## src/bpcc_pkg.sv

```systemverilog
// Shared constants, codes and interface types of the blocked-PRB collision check.
`default_nettype none
package bpcc_pkg;

   localparam int PRB_COUNT  = 275;
   localparam int MARGIN_MAX = 15;

   // fixed field widths of the channels
   localparam int PRB_W    = 9;
   localparam int END_W    = PRB_W + 1;
   localparam int GUARD_W  = 4;
   localparam int ID_W     = 16;
   localparam int KIND_W   = 2;
   localparam int TOTAL_W  = 16;
   localparam int CSR_IDX_W = 2;

   // widths that follow from the band and the margin limit
   localparam int ADDR_W = $clog2(PRB_COUNT);
   localparam int CNT_W  = $clog2(PRB_COUNT + 1);
   localparam int MARG_W = $clog2(MARGIN_MAX + 1);
   localparam int WIN_W  = 2 * MARGIN_MAX + 1;
   localparam int SCAN_W = $clog2(PRB_COUNT + MARGIN_MAX + 1) + 1;

   typedef logic [1:0] op_type;
   localparam op_type OP_WRITE = 2'd0;
   localparam op_type OP_BEGIN = 2'd1;
   localparam op_type OP_CHECK = 2'd2;

   typedef logic [CSR_IDX_W-1:0] csr_idx_type;
   localparam csr_idx_type CSR_GUARD  = 2'd0;
   localparam csr_idx_type CSR_DL_ACT = 2'd1;
   localparam csr_idx_type CSR_UL_ACT = 2'd2;

   typedef logic signed [SCAN_W-1:0] scan_pos_type;

   typedef struct packed {
      logic              en;
      logic              dir;
      logic [ADDR_W-1:0] addr;
      logic              value;
   } mask_wr_type;

   typedef struct packed {
      logic              dir;
      scan_pos_type      q_start;   // first mask position read
      scan_pos_type      q_end;     // last mask position read
      scan_pos_type      q_decide;  // first position at which a PRB is decided
      logic [ADDR_W-1:0] p_start;   // first PRB of the clipped range
      logic [WIN_W-1:0]  win_mask;  // low 2*margin+1 bits set
   } scan_cmd_type;

   typedef struct packed {
      logic clearing;
      logic done;
   } scan_stat_type;

endpackage
`default_nettype wire

```

## src/bpcc_scan.sv

```systemverilog
// Mask memories with clearing pass and the bit-serial guard-window scan engine.
`default_nettype none
module bpcc_scan (
   input  logic                           clock,
   input  logic                           reset,
   input  bpcc_pkg::mask_wr_type          mask_wr,
   input  logic                           start,
   input  bpcc_pkg::scan_cmd_type         cmd,
   output bpcc_pkg::scan_stat_type        stat,
   output logic [bpcc_pkg::CNT_W-1:0]     count,
   output logic [bpcc_pkg::ADDR_W-1:0]    first
);

   logic dl_mem_ff [bpcc_pkg::PRB_COUNT];
   logic ul_mem_ff [bpcc_pkg::PRB_COUNT];
   logic rd_ff;

   logic                          clr_ff;
   logic [bpcc_pkg::ADDR_W-1:0]   clr_addr_ff;

   bpcc_pkg::scan_cmd_type        cmd_ff;
   logic                          run_ff;
   logic                          vld_d_ff;
   logic                          last_d_ff;
   logic                          done_ff;
   bpcc_pkg::scan_pos_type        q_ff;
   bpcc_pkg::scan_pos_type        q_d_ff;
   logic                          inb_d_ff;
   logic [bpcc_pkg::WIN_W-1:0]    win_ff;
   logic [bpcc_pkg::CNT_W-1:0]    count_ff;
   logic [bpcc_pkg::ADDR_W-1:0]   first_ff;
   logic [bpcc_pkg::ADDR_W-1:0]   p_ff;

   logic                          inb;
   logic                          last;
   logic [bpcc_pkg::ADDR_W-1:0]   rd_addr;
   logic                          blocked;
   logic [bpcc_pkg::WIN_W-1:0]    win_in;
   logic                          decide;
   logic                          widened;
   logic                          take;

   assign inb     = !q_ff[bpcc_pkg::SCAN_W-1] &&
                    (q_ff < bpcc_pkg::scan_pos_type'(bpcc_pkg::PRB_COUNT));
   assign last    = (q_ff == cmd_ff.q_end);
   assign rd_addr = q_ff[bpcc_pkg::ADDR_W-1:0];

   // positions outside the band read as not blocked
   assign blocked = inb_d_ff & rd_ff;
   assign win_in  = {win_ff[bpcc_pkg::WIN_W-2:0], blocked};
   assign widened = |(win_in & cmd_ff.win_mask);
   assign decide  = vld_d_ff && (q_d_ff >= cmd_ff.q_decide);
   assign take    = decide && widened;

   // memories: clearing pass after reset, then single-bit writes
   always_ff @(posedge clock) begin
      if (clr_ff) begin
         dl_mem_ff[clr_addr_ff] <= 1'b0;
         ul_mem_ff[clr_addr_ff] <= 1'b0;
      end else if (mask_wr.en) begin
         if (mask_wr.dir) begin
            ul_mem_ff[mask_wr.addr] <= mask_wr.value;
         end else begin
            dl_mem_ff[mask_wr.addr] <= mask_wr.value;
         end
      end
      rd_ff <= cmd_ff.dir ? ul_mem_ff[rd_addr] : dl_mem_ff[rd_addr];
   end

   always_ff @(posedge clock) begin
      if (reset) begin
         clr_ff      <= 1'b1;
         clr_addr_ff <= '0;
      end else if (clr_ff) begin
         if (clr_addr_ff == bpcc_pkg::ADDR_W'(bpcc_pkg::PRB_COUNT - 1)) begin
            clr_ff <= 1'b0;
         end else begin
            clr_addr_ff <= clr_addr_ff + 1'b1;
         end
      end
   end

   // scan control
   always_ff @(posedge clock) begin
      if (reset) begin
         run_ff    <= 1'b0;
         vld_d_ff  <= 1'b0;
         last_d_ff <= 1'b0;
         done_ff   <= 1'b0;
      end else begin
         if (start) begin
            run_ff <= 1'b1;
         end else if (run_ff && last) begin
            run_ff <= 1'b0;
         end
         vld_d_ff  <= run_ff;
         last_d_ff <= run_ff && last;
         done_ff   <= vld_d_ff && last_d_ff;
      end
   end

   // scan datapath: one mask bit per cycle through the guard window
   always_ff @(posedge clock) begin
      if (start) begin
         cmd_ff   <= cmd;
         q_ff     <= cmd.q_start;
         win_ff   <= '0;
         count_ff <= '0;
         first_ff <= '0;
         p_ff     <= cmd.p_start;
      end else begin
         if (run_ff) begin
            q_ff <= q_ff + 1'b1;
         end
         if (vld_d_ff) begin
            win_ff <= win_in;
         end
         if (decide) begin
            p_ff <= p_ff + 1'b1;
         end
         if (take) begin
            count_ff <= count_ff + 1'b1;
            if (count_ff == '0) begin
               first_ff <= p_ff;
            end
         end
      end
      q_d_ff   <= q_ff;
      inb_d_ff <= inb;
   end

   assign stat.clearing = clr_ff;
   assign stat.done     = done_ff;
   assign count         = count_ff;
   assign first         = first_ff;

endmodule
`default_nettype wire

```

## src/blocked_prb_collision_check_unit.sv

```systemverilog
// Top level of the blocked-PRB collision check: channels, registers and walk state.
//
// Use: items arrive as req_ beats; req_op selects a mask bit write, the start of
// a walk, or an allocation check. Only a check gives a result beat on rsp_.
// Registers are written through csr_wr_en / csr_index / csr_wdata; the user must
// write them only while idle, which the block itself does not enforce:
// index 0 guard margin, 1 downlink block active, 2 uplink block active. A check
// whose direction is inactive, whose owner does not match, or whose range is
// empty goes from idle to the done state without a scan. Otherwise the mask
// memory is read one PRB per cycle over the range widened by the margin on both
// sides; the mask memory has a single read port.
// After reset both masks are cleared by a pass over all PRB_COUNT (275) entries, one
// entry per cycle; req_ready stays low during it while register writes are taken.
// A finished result waits in the output register while rsp_ready is low; mask
// writes and walk starts are still taken, and a new check may scan meanwhile
// but holds its result until the output register frees up.
`default_nettype none
module blocked_prb_collision_check_unit (
   input  logic                             clock,
   input  logic                             reset,

   input  logic                             csr_wr_en,
   input  logic [bpcc_pkg::CSR_IDX_W-1:0]   csr_index,
   input  logic [bpcc_pkg::GUARD_W-1:0]     csr_wdata,

   input  logic                             req_valid,
   output logic                             req_ready,
   input  logic [1:0]                       req_op,
   input  logic                             req_direction,
   input  logic [bpcc_pkg::PRB_W-1:0]       req_prb_index,
   input  logic                             req_blocked_bit,
   input  logic [bpcc_pkg::PRB_W-1:0]       req_range_start,
   input  logic [bpcc_pkg::PRB_W-1:0]       req_range_count,
   input  logic [bpcc_pkg::KIND_W-1:0]      req_signal_kind,
   input  logic [bpcc_pkg::ID_W-1:0]        req_radio_id,
   input  logic                             req_event_kind,
   input  logic [bpcc_pkg::ID_W-1:0]        req_user_id,

   output logic                             rsp_valid,
   input  logic                             rsp_ready,
   output logic                             rsp_hit,
   output logic [bpcc_pkg::PRB_W-1:0]       rsp_overlap_count,
   output logic [bpcc_pkg::PRB_W-1:0]       rsp_first_overlap,
   output logic [bpcc_pkg::KIND_W-1:0]      rsp_signal_out,
   output logic [bpcc_pkg::ID_W-1:0]        rsp_radio_out,
   output logic [bpcc_pkg::PRB_W-1:0]       rsp_range_start_out,
   output logic [bpcc_pkg::PRB_W-1:0]       rsp_range_count_out,
   output logic                             rsp_event_out,
   output logic [bpcc_pkg::TOTAL_W-1:0]     rsp_walk_total
);

   typedef enum logic [1:0] {ST_IDLE, ST_SCAN, ST_DONE} state_type;

   state_type                         state_ff;

   // registers
   logic [bpcc_pkg::GUARD_W-1:0]      guard_ff;
   logic                              dl_act_ff;
   logic                              ul_act_ff;

   // walk state
   logic [bpcc_pkg::TOTAL_W-1:0]      total_ff;
   logic                              walk_event_ff;
   logic [bpcc_pkg::ID_W-1:0]         walk_user_ff;

   // captured check beat and its result
   logic [bpcc_pkg::KIND_W-1:0]       sig_ff;
   logic [bpcc_pkg::ID_W-1:0]         radio_ff;
   logic [bpcc_pkg::PRB_W-1:0]        rstart_ff;
   logic [bpcc_pkg::PRB_W-1:0]        rcount_ff;
   logic [bpcc_pkg::CNT_W-1:0]        res_count_ff;
   logic [bpcc_pkg::ADDR_W-1:0]       res_first_ff;

   // output register
   logic                              rsp_valid_ff;
   logic                              rsp_hit_ff;
   logic [bpcc_pkg::PRB_W-1:0]        rsp_count_ff;
   logic [bpcc_pkg::PRB_W-1:0]        rsp_first_ff;
   logic [bpcc_pkg::KIND_W-1:0]       rsp_sig_ff;
   logic [bpcc_pkg::ID_W-1:0]         rsp_radio_ff;
   logic [bpcc_pkg::PRB_W-1:0]        rsp_rstart_ff;
   logic [bpcc_pkg::PRB_W-1:0]        rsp_rcount_ff;
   logic                              rsp_event_ff;
   logic [bpcc_pkg::TOTAL_W-1:0]      rsp_total_ff;

   bpcc_pkg::scan_stat_type           stat;
   bpcc_pkg::scan_cmd_type            cmd;
   bpcc_pkg::mask_wr_type             mask_wr;
   logic [bpcc_pkg::CNT_W-1:0]        scan_count;
   logic [bpcc_pkg::ADDR_W-1:0]       scan_first;

   logic                              accept;
   logic                              scan_start;
   logic                              checked;
   logic                              nonempty;
   logic [bpcc_pkg::MARG_W-1:0]       margin;
   logic [bpcc_pkg::END_W-1:0]        end_sum;
   logic [bpcc_pkg::END_W-1:0]        end_clip;
   logic                              out_free;
   logic                              res_hit;
   logic [bpcc_pkg::TOTAL_W-1:0]      total_in;

   assign req_ready = (state_ff == ST_IDLE) && !stat.clearing;
   assign accept    = req_valid && req_ready;
   assign out_free  = !rsp_valid_ff || rsp_ready;

   // clamp the margin to the supported window
   assign margin = (int'(guard_ff) > bpcc_pkg::MARGIN_MAX) ?
                   bpcc_pkg::MARG_W'(bpcc_pkg::MARGIN_MAX) : bpcc_pkg::MARG_W'(guard_ff);

   // clip the range to the band
   assign end_sum  = {1'b0, req_range_start} + {1'b0, req_range_count};
   assign end_clip = (end_sum > bpcc_pkg::END_W'(bpcc_pkg::PRB_COUNT)) ?
                     bpcc_pkg::END_W'(bpcc_pkg::PRB_COUNT) : end_sum;
   assign nonempty = {1'b0, req_range_start} < end_clip;

   // inactive direction or foreign owner in a reconfiguration walk: no overlap
   assign checked = (req_direction ? ul_act_ff : dl_act_ff) &&
                    !(walk_event_ff && (req_user_id != walk_user_ff));

   assign scan_start = accept && (req_op == bpcc_pkg::OP_CHECK) && checked && nonempty;

   // read from start - margin up to end - 1 + margin; decide PRBs margin behind
   always_comb begin
      cmd.dir      = req_direction;
      cmd.q_start  = bpcc_pkg::scan_pos_type'(req_range_start) -
                     bpcc_pkg::scan_pos_type'(margin);
      cmd.q_end    = bpcc_pkg::scan_pos_type'(end_clip) - 1'b1 +
                     bpcc_pkg::scan_pos_type'(margin);
      cmd.q_decide = bpcc_pkg::scan_pos_type'(req_range_start) +
                     bpcc_pkg::scan_pos_type'(margin);
      cmd.p_start  = req_range_start[bpcc_pkg::ADDR_W-1:0];
      cmd.win_mask = ~({bpcc_pkg::WIN_W{1'b1}} << {margin, 1'b1});
   end

   always_comb begin
      mask_wr.en    = accept && (req_op == bpcc_pkg::OP_WRITE) &&
                      ({1'b0, req_prb_index} < bpcc_pkg::END_W'(bpcc_pkg::PRB_COUNT));
      mask_wr.dir   = req_direction;
      mask_wr.addr  = req_prb_index[bpcc_pkg::ADDR_W-1:0];
      mask_wr.value = req_blocked_bit;
   end

   assign res_hit  = (res_count_ff != '0);
   assign total_in = (res_hit && (total_ff != '1)) ? total_ff + 1'b1 : total_ff;

   bpcc_scan u_scan (
      .clock   (clock),
      .reset   (reset),
      .mask_wr (mask_wr),
      .start   (scan_start),
      .cmd     (cmd),
      .stat    (stat),
      .count   (scan_count),
      .first   (scan_first)
   );

   // registers: write while idle, no read-back
   always_ff @(posedge clock) begin
      if (reset) begin
         guard_ff  <= '0;
         dl_act_ff <= 1'b0;
         ul_act_ff <= 1'b0;
      end else if (csr_wr_en) begin
         case (csr_index)
            bpcc_pkg::CSR_GUARD:  guard_ff  <= csr_wdata;
            bpcc_pkg::CSR_DL_ACT: dl_act_ff <= csr_wdata[0];
            bpcc_pkg::CSR_UL_ACT: ul_act_ff <= csr_wdata[0];
            default: ;
         endcase
      end
   end

   // sequencer, walk state and output register
   always_ff @(posedge clock) begin
      if (reset) begin
         state_ff      <= ST_IDLE;
         rsp_valid_ff  <= 1'b0;
         total_ff      <= '0;
         walk_event_ff <= 1'b0;
         walk_user_ff  <= '0;
      end else begin
         // drop a delivered beat; a new load below overrides
         if (rsp_valid_ff && rsp_ready) begin
            rsp_valid_ff <= 1'b0;
         end
         case (state_ff)
            ST_IDLE: begin
               if (accept) begin
                  case (req_op)
                     bpcc_pkg::OP_BEGIN: begin
                        total_ff      <= '0;
                        walk_event_ff <= req_event_kind;
                        walk_user_ff  <= req_user_id;
                     end
                     bpcc_pkg::OP_CHECK: begin
                        state_ff <= (checked && nonempty) ? ST_SCAN : ST_DONE;
                     end
                     default: ;
                  endcase
               end
            end
            ST_SCAN: begin
               if (stat.done) begin
                  state_ff <= ST_DONE;
               end
            end
            ST_DONE: begin
               // hold the result until the output register is free
               if (out_free) begin
                  state_ff     <= ST_IDLE;
                  total_ff     <= total_in;
                  rsp_valid_ff <= 1'b1;
               end
            end
            default: state_ff <= ST_IDLE;
         endcase
      end
   end

   // payload: capture the check beat, its result, and the output beat
   always_ff @(posedge clock) begin
      if (accept && (req_op == bpcc_pkg::OP_CHECK)) begin
         sig_ff       <= req_signal_kind;
         radio_ff     <= req_radio_id;
         rstart_ff    <= req_range_start;
         rcount_ff    <= req_range_count;
         res_count_ff <= '0;
         res_first_ff <= '0;
      end
      if ((state_ff == ST_SCAN) && stat.done) begin
         res_count_ff <= scan_count;
         res_first_ff <= scan_first;
      end
      if ((state_ff == ST_DONE) && out_free) begin
         rsp_hit_ff    <= res_hit;
         rsp_count_ff  <= bpcc_pkg::PRB_W'(res_count_ff);
         rsp_first_ff  <= bpcc_pkg::PRB_W'(res_first_ff);
         rsp_sig_ff    <= sig_ff;
         rsp_radio_ff  <= radio_ff;
         rsp_rstart_ff <= rstart_ff;
         rsp_rcount_ff <= rcount_ff;
         rsp_event_ff  <= walk_event_ff;
         rsp_total_ff  <= total_in;
      end
   end

   assign rsp_valid           = rsp_valid_ff;
   assign rsp_hit             = rsp_hit_ff;
   assign rsp_overlap_count   = rsp_count_ff;
   assign rsp_first_overlap   = rsp_first_ff;
   assign rsp_signal_out      = rsp_sig_ff;
   assign rsp_radio_out       = rsp_radio_ff;
   assign rsp_range_start_out = rsp_rstart_ff;
   assign rsp_range_count_out = rsp_rcount_ff;
   assign rsp_event_out       = rsp_event_ff;
   assign rsp_walk_total      = rsp_total_ff;

endmodule
`default_nettype wire

```

## config.mk

```make
export PLATFORM = sky130hd
export DESIGN_NAME = blocked_prb_collision_check_unit
export DESIGN_NICKNAME = d
export VERILOG_FILES = /design/src/bpcc_pkg.sv /design/src/bpcc_scan.sv /design/src/blocked_prb_collision_check_unit.sv
export SDC_FILE = /design/constraint.sdc
export NUM_CORES = 1
export LEC_CHECK = 0
export ABC_CLOCK_PERIOD_IN_PS = 10300
export BUFFER_PORTS_ARGS = -buffer_cell sky130_fd_sc_hd__buf_4
export CAP_MARGIN = 20
export CELL_PAD_IN_SITES_DETAIL_PLACEMENT = 1
export CELL_PAD_IN_SITES_GLOBAL_PLACEMENT = 2
export CORE_ASPECT_RATIO = 1.2
export CORE_UTILIZATION = 44
export CTS_CLUSTER_SIZE = 8
export DETAILED_ROUTE_END_ITERATION = 10
export PLACE_DENSITY = 0.85
export SYNTH_ARGS = -nofsm -noshare
export SYNTH_HDL_FRONTEND = slang
export SYNTH_SLANG_ARGS = --single-unit
```

## constraint.sdc

```tcl
create_clock -name clock -period 10.3 [get_ports clock]
set_clock_uncertainty 0.15 [all_clocks]
set_input_delay 2.575 -clock clock [delete_from_list [all_inputs] [get_ports clock]]
set_output_delay 2.575 -clock clock [all_outputs]
set_load 0.01 [all_outputs]
```

======== Word level (Yosys, flattened, before mapping) ========
Memories as Yosys holds them, arrays and structs flattened. A register that Yosys moved wholly into a read port is not among the register bits.
Index checks and enable logic that the tools add are counted.
operators by class
  add/sub/neg operators ................... 10
  order comparisons ....................... 5
  equal/unequal tests ..................... 15
  shifts and indexed selects .............. 1
  multiplexer cells ....................... 46
  bitwise operators ....................... 4
  reduce and logical (&&, ||, !) cells .... 45
operators by type and width
  cell                     number
  $mux W9                  9
  $mux W16                 4
  $pmux W16 S2             1
  $and A31 B31 Y31         1
  $not A31 Y31             1
  $reduce_or A31 Y1        1
  $shl A31 B5 Y31 const A  1
  $mux W10                 3
  $add A9 B1 Y9 const B    3
  $mux W1                  23
  $logic_and A1 B1 Y1      19
  $add A16 B1 Y16 const B  1
  $ne A16 B16 Y1           1
  $ne A16 B16 Y1 const B   1
  $add A10 B1 Y10 const B  1
  $add A10 B4 Y10          1
  $add A9 B4 Y10           1
  $add A9 B9 Y10           1
  $eq A10 B10 Y1           1
  $ge A10 B10 Y1           1
  $gt A10 B9 Y1 const B    1
  $lt A10 B10 Y1 const B   1
  $lt A9 B10 Y1            1
  $mux W2                  5
  other kinds (21)         43
word-level totals
  bits in registers ....................... 313
  bits in writable memories ............... 550
  input port bits ......................... 77
  logic and storage cells ................. 169
  memories ................................ 2
memory list
  memory            words  bits a word  rd ports  clocked after memory_dff  wr ports  RTL line         text
  u_scan.dl_mem_ff  275    1            1         1                         1         bpcc_scan.sv:14  logic dl_mem_ff [bpcc_pkg::PRB_COUNT];
  u_scan.ul_mem_ff  275    1            1         1                         1         bpcc_scan.sv:15  logic ul_mem_ff [bpcc_pkg::PRB_COUNT];

======== Depth between registers and ports, before layout ========
  depth in word-level cells ............... 10
  mapped depth ............................ 21
  gate-level depth less buffers ........... 21

======== Modules after synthesis ========
A second synthesis with hierarchy kept.
unflattened totals
  cell total of the unflattened synthesis .. 2920
  area total of the unflattened synthesis .. 38414.3 um2
modules (own cells, without submodules)
  module                            instances  cells each  area each (um2)  sequential area each (um2)
  bpcc_scan                         1          2266        30511.8          20309.5
  blocked_prb_collision_check_unit  1          654         7902.6           4624.4

======== Worst setup path after synthesis ========
OpenSTA, ideal clock, no wires.
  kind .................................... input to register
  from .................................... in req_prb_index[1] (netlist name)
  to ...................................... mem u_scan.dl_mem_ff[0] (data pin)
  library setup time ...................... 0.920 ns
  data arrival time ....................... 7.516 ns
  required time ........................... 9.230 ns
  setup slack ............................. 1.714 ns
  stages .................................. 7
  buffers on the path ..................... 2
  path through ............................ a211o_1 -> a2111oi_0 -> o211a_1 -> nor2b_1 -> buf_2 -> buf_2 -> and2_1
between the ends
  cells in the longest elaborated chain, start to end .. 7
ends and longest elaborated chain
  what                           RTL line                                 text
  start: declaration             blocked_prb_collision_check_unit.sv:30   input logic [bpcc_pkg::PRB_W-1:0] req_prb_index,
  $lt A9 B9 Y1                   blocked_prb_collision_check_unit.sv:138  ({1'b0, req_prb_index} < bpcc_pkg::END_W'(bpcc_pkg::PRB_COUNT));
  $logic_and A1 B1 Y1            blocked_prb_collision_check_unit.sv:137  mask_wr.en = accept && (req_op == bpcc_pkg::OP_WRITE) &&
  $mux W1                        bpcc_scan.sv:60                          end else if (mask_wr.en) begin
  $mux W1                        bpcc_scan.sv:57                          if (clr_ff) begin
  $mux W1 (implied by the code)  bpcc_scan.sv:64                          dl_mem_ff[mask_wr.addr] <= mask_wr.value;
  $reduce_or A1 Y1 (no line)     n/a
  $mux W1 (no line)              n/a
  end: declaration               bpcc_scan.sv:14
No other way between the ends.

======== Worst setup path after layout ========
  from .................................... in req_range_start[0] (netlist name)
  to ...................................... reg u_scan.q_ff[3] (data pin)
between the ends
  cells in the longest elaborated chain, start to end .. 6
  elaborated cells between the ends (all ways) .. 7
ends and longest elaborated chain
  what                    RTL line                                 text
  start: declaration      blocked_prb_collision_check_unit.sv:32   input logic [bpcc_pkg::PRB_W-1:0] req_range_start,
  $add A9 B9 Y10          blocked_prb_collision_check_unit.sv:112  assign end_sum = {1'b0, req_range_start} + {1'b0, req_range_count};
  $gt A10 B9 Y1           blocked_prb_collision_check_unit.sv:113  assign end_clip = (end_sum > bpcc_pkg::END_W'(bpcc_pkg::PRB_COUNT)) ?
  $mux W10                blocked_prb_collision_check_unit.sv:113
  $lt A9 B10 Y1           blocked_prb_collision_check_unit.sv:115  assign nonempty = {1'b0, req_range_start} < end_clip;
  $logic_and A1 B1 Y1     blocked_prb_collision_check_unit.sv:121  assign scan_start = accept && (req_op == bpcc_pkg::OP_CHECK) && checked && nonempty;
  $mux W10 (*)            bpcc_scan.sv:104                         if (start) begin
  end signal: assignment  bpcc_scan.sv:106                         q_ff <= cmd.q_start;
  end signal: assignment  bpcc_scan.sv:113                         q_ff <= q_ff + 1'b1;
  end: declaration        bpcc_scan.sv:26                          bpcc_pkg::scan_pos_type q_ff;
Every way passes the cells marked *; elsewhere a longest branch is shown, timed or not.
A chain may end at the register's enable or synchronous reset.

==> summary.txt <==
Worst setup path
  • Most frequent CP cell: a21o_1
  • Required @ worst endpoint: 10.56 ns
  • Critical path fanouts, max: 46
  • CP bufs+invs: 3
  • Arr. time, crit path: 8.29 ns
  • WS Path Type: in -> reg
  • Sequence of cells on the critical path: buf_4, ha_1, inv_1, fa_1, nand2b_1, a211oi_2, mux2i_1, a2111oi_2, a31oi_2, nor2_1, nand2_1, ha_1, a21o_1, a31o_2, a21o_1, a21o_1, a21oi_1, o41ai_1, a311oi_4, buf_4, mux2i_1
  • Worst path slowest cell: a311oi_4
  • Crit path max-delay family: compound AO/OA/AOI/OAI gates
  • Critical path's largest stage delay: 0.73 ns
  • Critical Path Start Type: input port
  • CP endpoint kind: flip-flop

Timing
  • Fmax: about 120 MHz
  • Worst-Margin Slew: about 1.1 ns
  • Setup violators final: 0
  • TNS Setup: 0 ns
  • Unrepaired setup endpoints after global routing: false
  • Max-slew headroom: 0.259
  • Fin crit share: 0.779
  • Final Max Tran Viols: 0
  • Hold Fails Final Rpt: 0
  • Post-route minimum period: ~8 ns

Yosys
  • Synth Flop Type: edfxtp_1
  • Post-synth top area share: 0.584
  • Netlist cell types: 76
  • Most common cell in the netlist: edfxtp_1
  • Seq/Total Area, Yosys: 0.651
  • Post-Syn Area: roughly 38,000 µm²
  • Post-synth top area cell: edfxtp_1
  • #FFs+latches synth: 856
  • Top post-synthesis cells by area: edfxtp_1, mux4_2, nor2_1
  • Yosys Warn Count: 0
  • Syn nets: 2,969
  • Post-Synthesis Cells: about 2,800
  • Synth top cells by count: edfxtp_1, nor2_1, nand2_1
  • Async S/R FF share, synth: 0
  • Syn avg cell area: between 10 and 15 µm²
  • EDFF count, synth: between 700 and 800

Global routing
  • Largest net degree at the start of global routing: 145
  • Initial antenna violation count: 3
  • Vias in the first global route: between 20,000 and 30,000
  • GR Util All Layers: 0.233
  • Grt ovf: 0
  • First-pass GRT wire length: 151,000 µm

Die
  • Site Rows: 117
  • Die Y: approximately 320 µm
  • Die W: between 200 and 300 µm
  • Core area: 84,800 µm²
  • Boundary Pins: 151
  • Die ar.: approximately 87,000 µm²
  • Initial Utilization: 0.443

Detailed routing
  • Antenna Nets Post-Route: 0
  • Routed vias: 23,676
  • First-pass iteration count of the detailed router: 5
  • Detailed Route Iter0 Violations: between 1,500 and 2,000
  • # DRC: 0
  • DR WL/cell: 24.0 µm
  • Routed wire length: 99,800 µm
  • DR vias/cell: 5.69

Min path
  • Hold crit path type: reg -> reg

Power and ir drop
  • Reg power frac: 0.497
  • Leakage power: between 15 and 20 nW
  • Switch share: 0.212
  • Internal: roughly 0.0059 W
  • Clk pwr share: 0.467
  • Combinational power share: 0.036
  • Maximum VDD drop: ~0.14 mV
  • PwrDens: 175 nW/µm²
  • Switching power: 0.00159 W

Place
  • Final HPWL DP: 63,800 µm
  • Dpl cell area: between 30,000 and 40,000 µm²
  • Placed insts: about 4,000
  • Global placer's final weighted congestion: 0.859
  • Buffers on Ports: 150

Clock tree
  • Clock Tree Root: clkbuf_16
  • # clock sinks: roughly 860
  • PostCTS Resize Cnt: 0
  • Total CTS buffers: 117
  • CTS tree: built
  • Post-CTS Hold Buffers: 0
  • H-tree depth: 3
  • Clock Latency Late Sink: between 0.6 and 0.7 ns
  • Post-CTS Setup Inserts: 0
  • Clk slew on worst S/H paths: approximately 0.050 ns
  • Clock buffer depth: 3

Cells and area
  • Synth-to-Final Area Change: 14.5%
  • Nets: roughly 3,100
  • Design area: 43,100 µm²
  • Layout cell share with drive strength beyond 1: 0.157
  • Final Non-Filler Cells: 4,163
  • Fill count: 8,392
  • Finished Core Util: 0.508

Outcome
  • Status: finished clean

Job
  • Max_cap viols: 0
## worst reg2reg max path: cells and delay by family, from the launching register on
family / cells / cell delay (ns)
buf+inv: 1 / 0.69
compound gates: 5 / 1.46
flops: 1 / 0.82
simple gates: 2 / 1.06
## stage by stage
step / setup WS [ns] / hold WS, ns / power (W)
floorplan: 1.71 / 0.196 / 0.00397
global placement: 1.79 / 0.250 / 0.00406
detailed placement: 1.61 / 0.255 / 0.00407
CTS: 2.29 / 0.264 / 0.00759
global route: 1.96 / 0.272 / 0.00774
finish: 2.27 / 0.263 / 0.00751
## sequential cells by signal, indices dropped and copies added, names as in the netlist, 4 cells and up, named ones only
signal / cells
walk_user_ff: 16
u_scan.ul_mem_ff: 275
u_scan.q_d_ff: 10
res_count_ff: 9
total_ff: 16
rsp_overlap_count: 9
rcount_ff: 9
u_scan.win_ff: 30
u_scan.p_ff: 9
rsp_range_start_out: 9
rsp_walk_total: 16
u_scan.cmd_ff: 36
u_scan.dl_mem_ff: 275
rsp_first_overlap: 9
rstart_ff: 9
rsp_radio_out: 16
u_scan.q_ff: 10
rsp_range_count_out: 9
u_scan.clr_addr_ff: 9
radio_ff: 16
res_first_ff: 9
u_scan.first: 9
u_scan.count: 9
guard_ff: 4
## cell type report
class	instances	area, µm²	share of cell area
Sequential cell	856	24500	0.568
Multi-Input combinational cell	1749	12200	0.284
Clock buffer	178	3190	0.0740
Tap cell	1130	1410	0.0328
Timing Repair Buffer	179	1400	0.0326
Inverter	63	236	0.00549
Clock inverter	6	110	0.00256
Antenna cell	2	5.00	0.000116
## layout by cell type, fill, tap and decap left out, types with 23 or more instances in the layout
master,n
a21oi_1,53
a22oi_1,44
and3_1,32
buf_4,172
clkbuf_1,59
clkbuf_16,118
dfxtp_1,122
edfxtp_1,731
ha_1,52
inv_1,59
mux2i_1,128
mux4_2,124
nand2_1,134
nand2b_1,23
nand3_1,34
nand4_1,31
nor2_1,711
o21ai_0,46
xnor2_1,51
xor2_1,45
## power by group through the flow
stage | clock [W] | sequential [W] | combinational [W]
6_report | 0.00351 | 0.00373 | 0.000271
5_1_grt | 0.00371 | 0.00373 | 0.000299
4_1_cts | 0.00358 | 0.00373 | 0.000274
3_5_place_dp | 0 | 0.00380 | 0.000272
3_3_place_gp | 0 | 0.00380 | 0.000262
2_1_floorplan | 0 | 0.00380 | 0.000171
## cell families after synthesis
family                   share of synthesized area
AND/OR/NAND/NOR                              0.120
multiplexers                                 0.113
AO/OA/AOI/OAI                               0.0479
buffers and inverters                       0.0255
XOR/XNOR                                    0.0224
adder cells (fa/ha/maj)                     0.0200
flip-flops                                   0.651
## per-layer routing
layer,vias to the layer above,track usage,routed length (µm)
met5,-,0,18
met4,4,0.0989,3590
met3,218,0.0390,5300
met2,637,0.423,52800
met1,12200,0.269,38100
li1,10617,-,-
## worst paths after layout
path,from,to,slack [ns],cells after the start
worst max-delay path,req_range_start[0],u_scan.q_ff[3]$_DFFE_PN_,2.27,21
worst min-delay path,res_first_ff[6]$_SDFFCE_PN0P_,rsp_first_overlap[6]$_DFFE_PP_,0.26,0
worst max register to register,flip-flop,u_scan.rd_ff$_DFF_P_,5.99,8
worst min register to register,res_first_ff[6]$_SDFFCE_PN0P_,rsp_first_overlap[6]$_DFFE_PP_,0.26,0
Power figures use the tool's default switching activity.
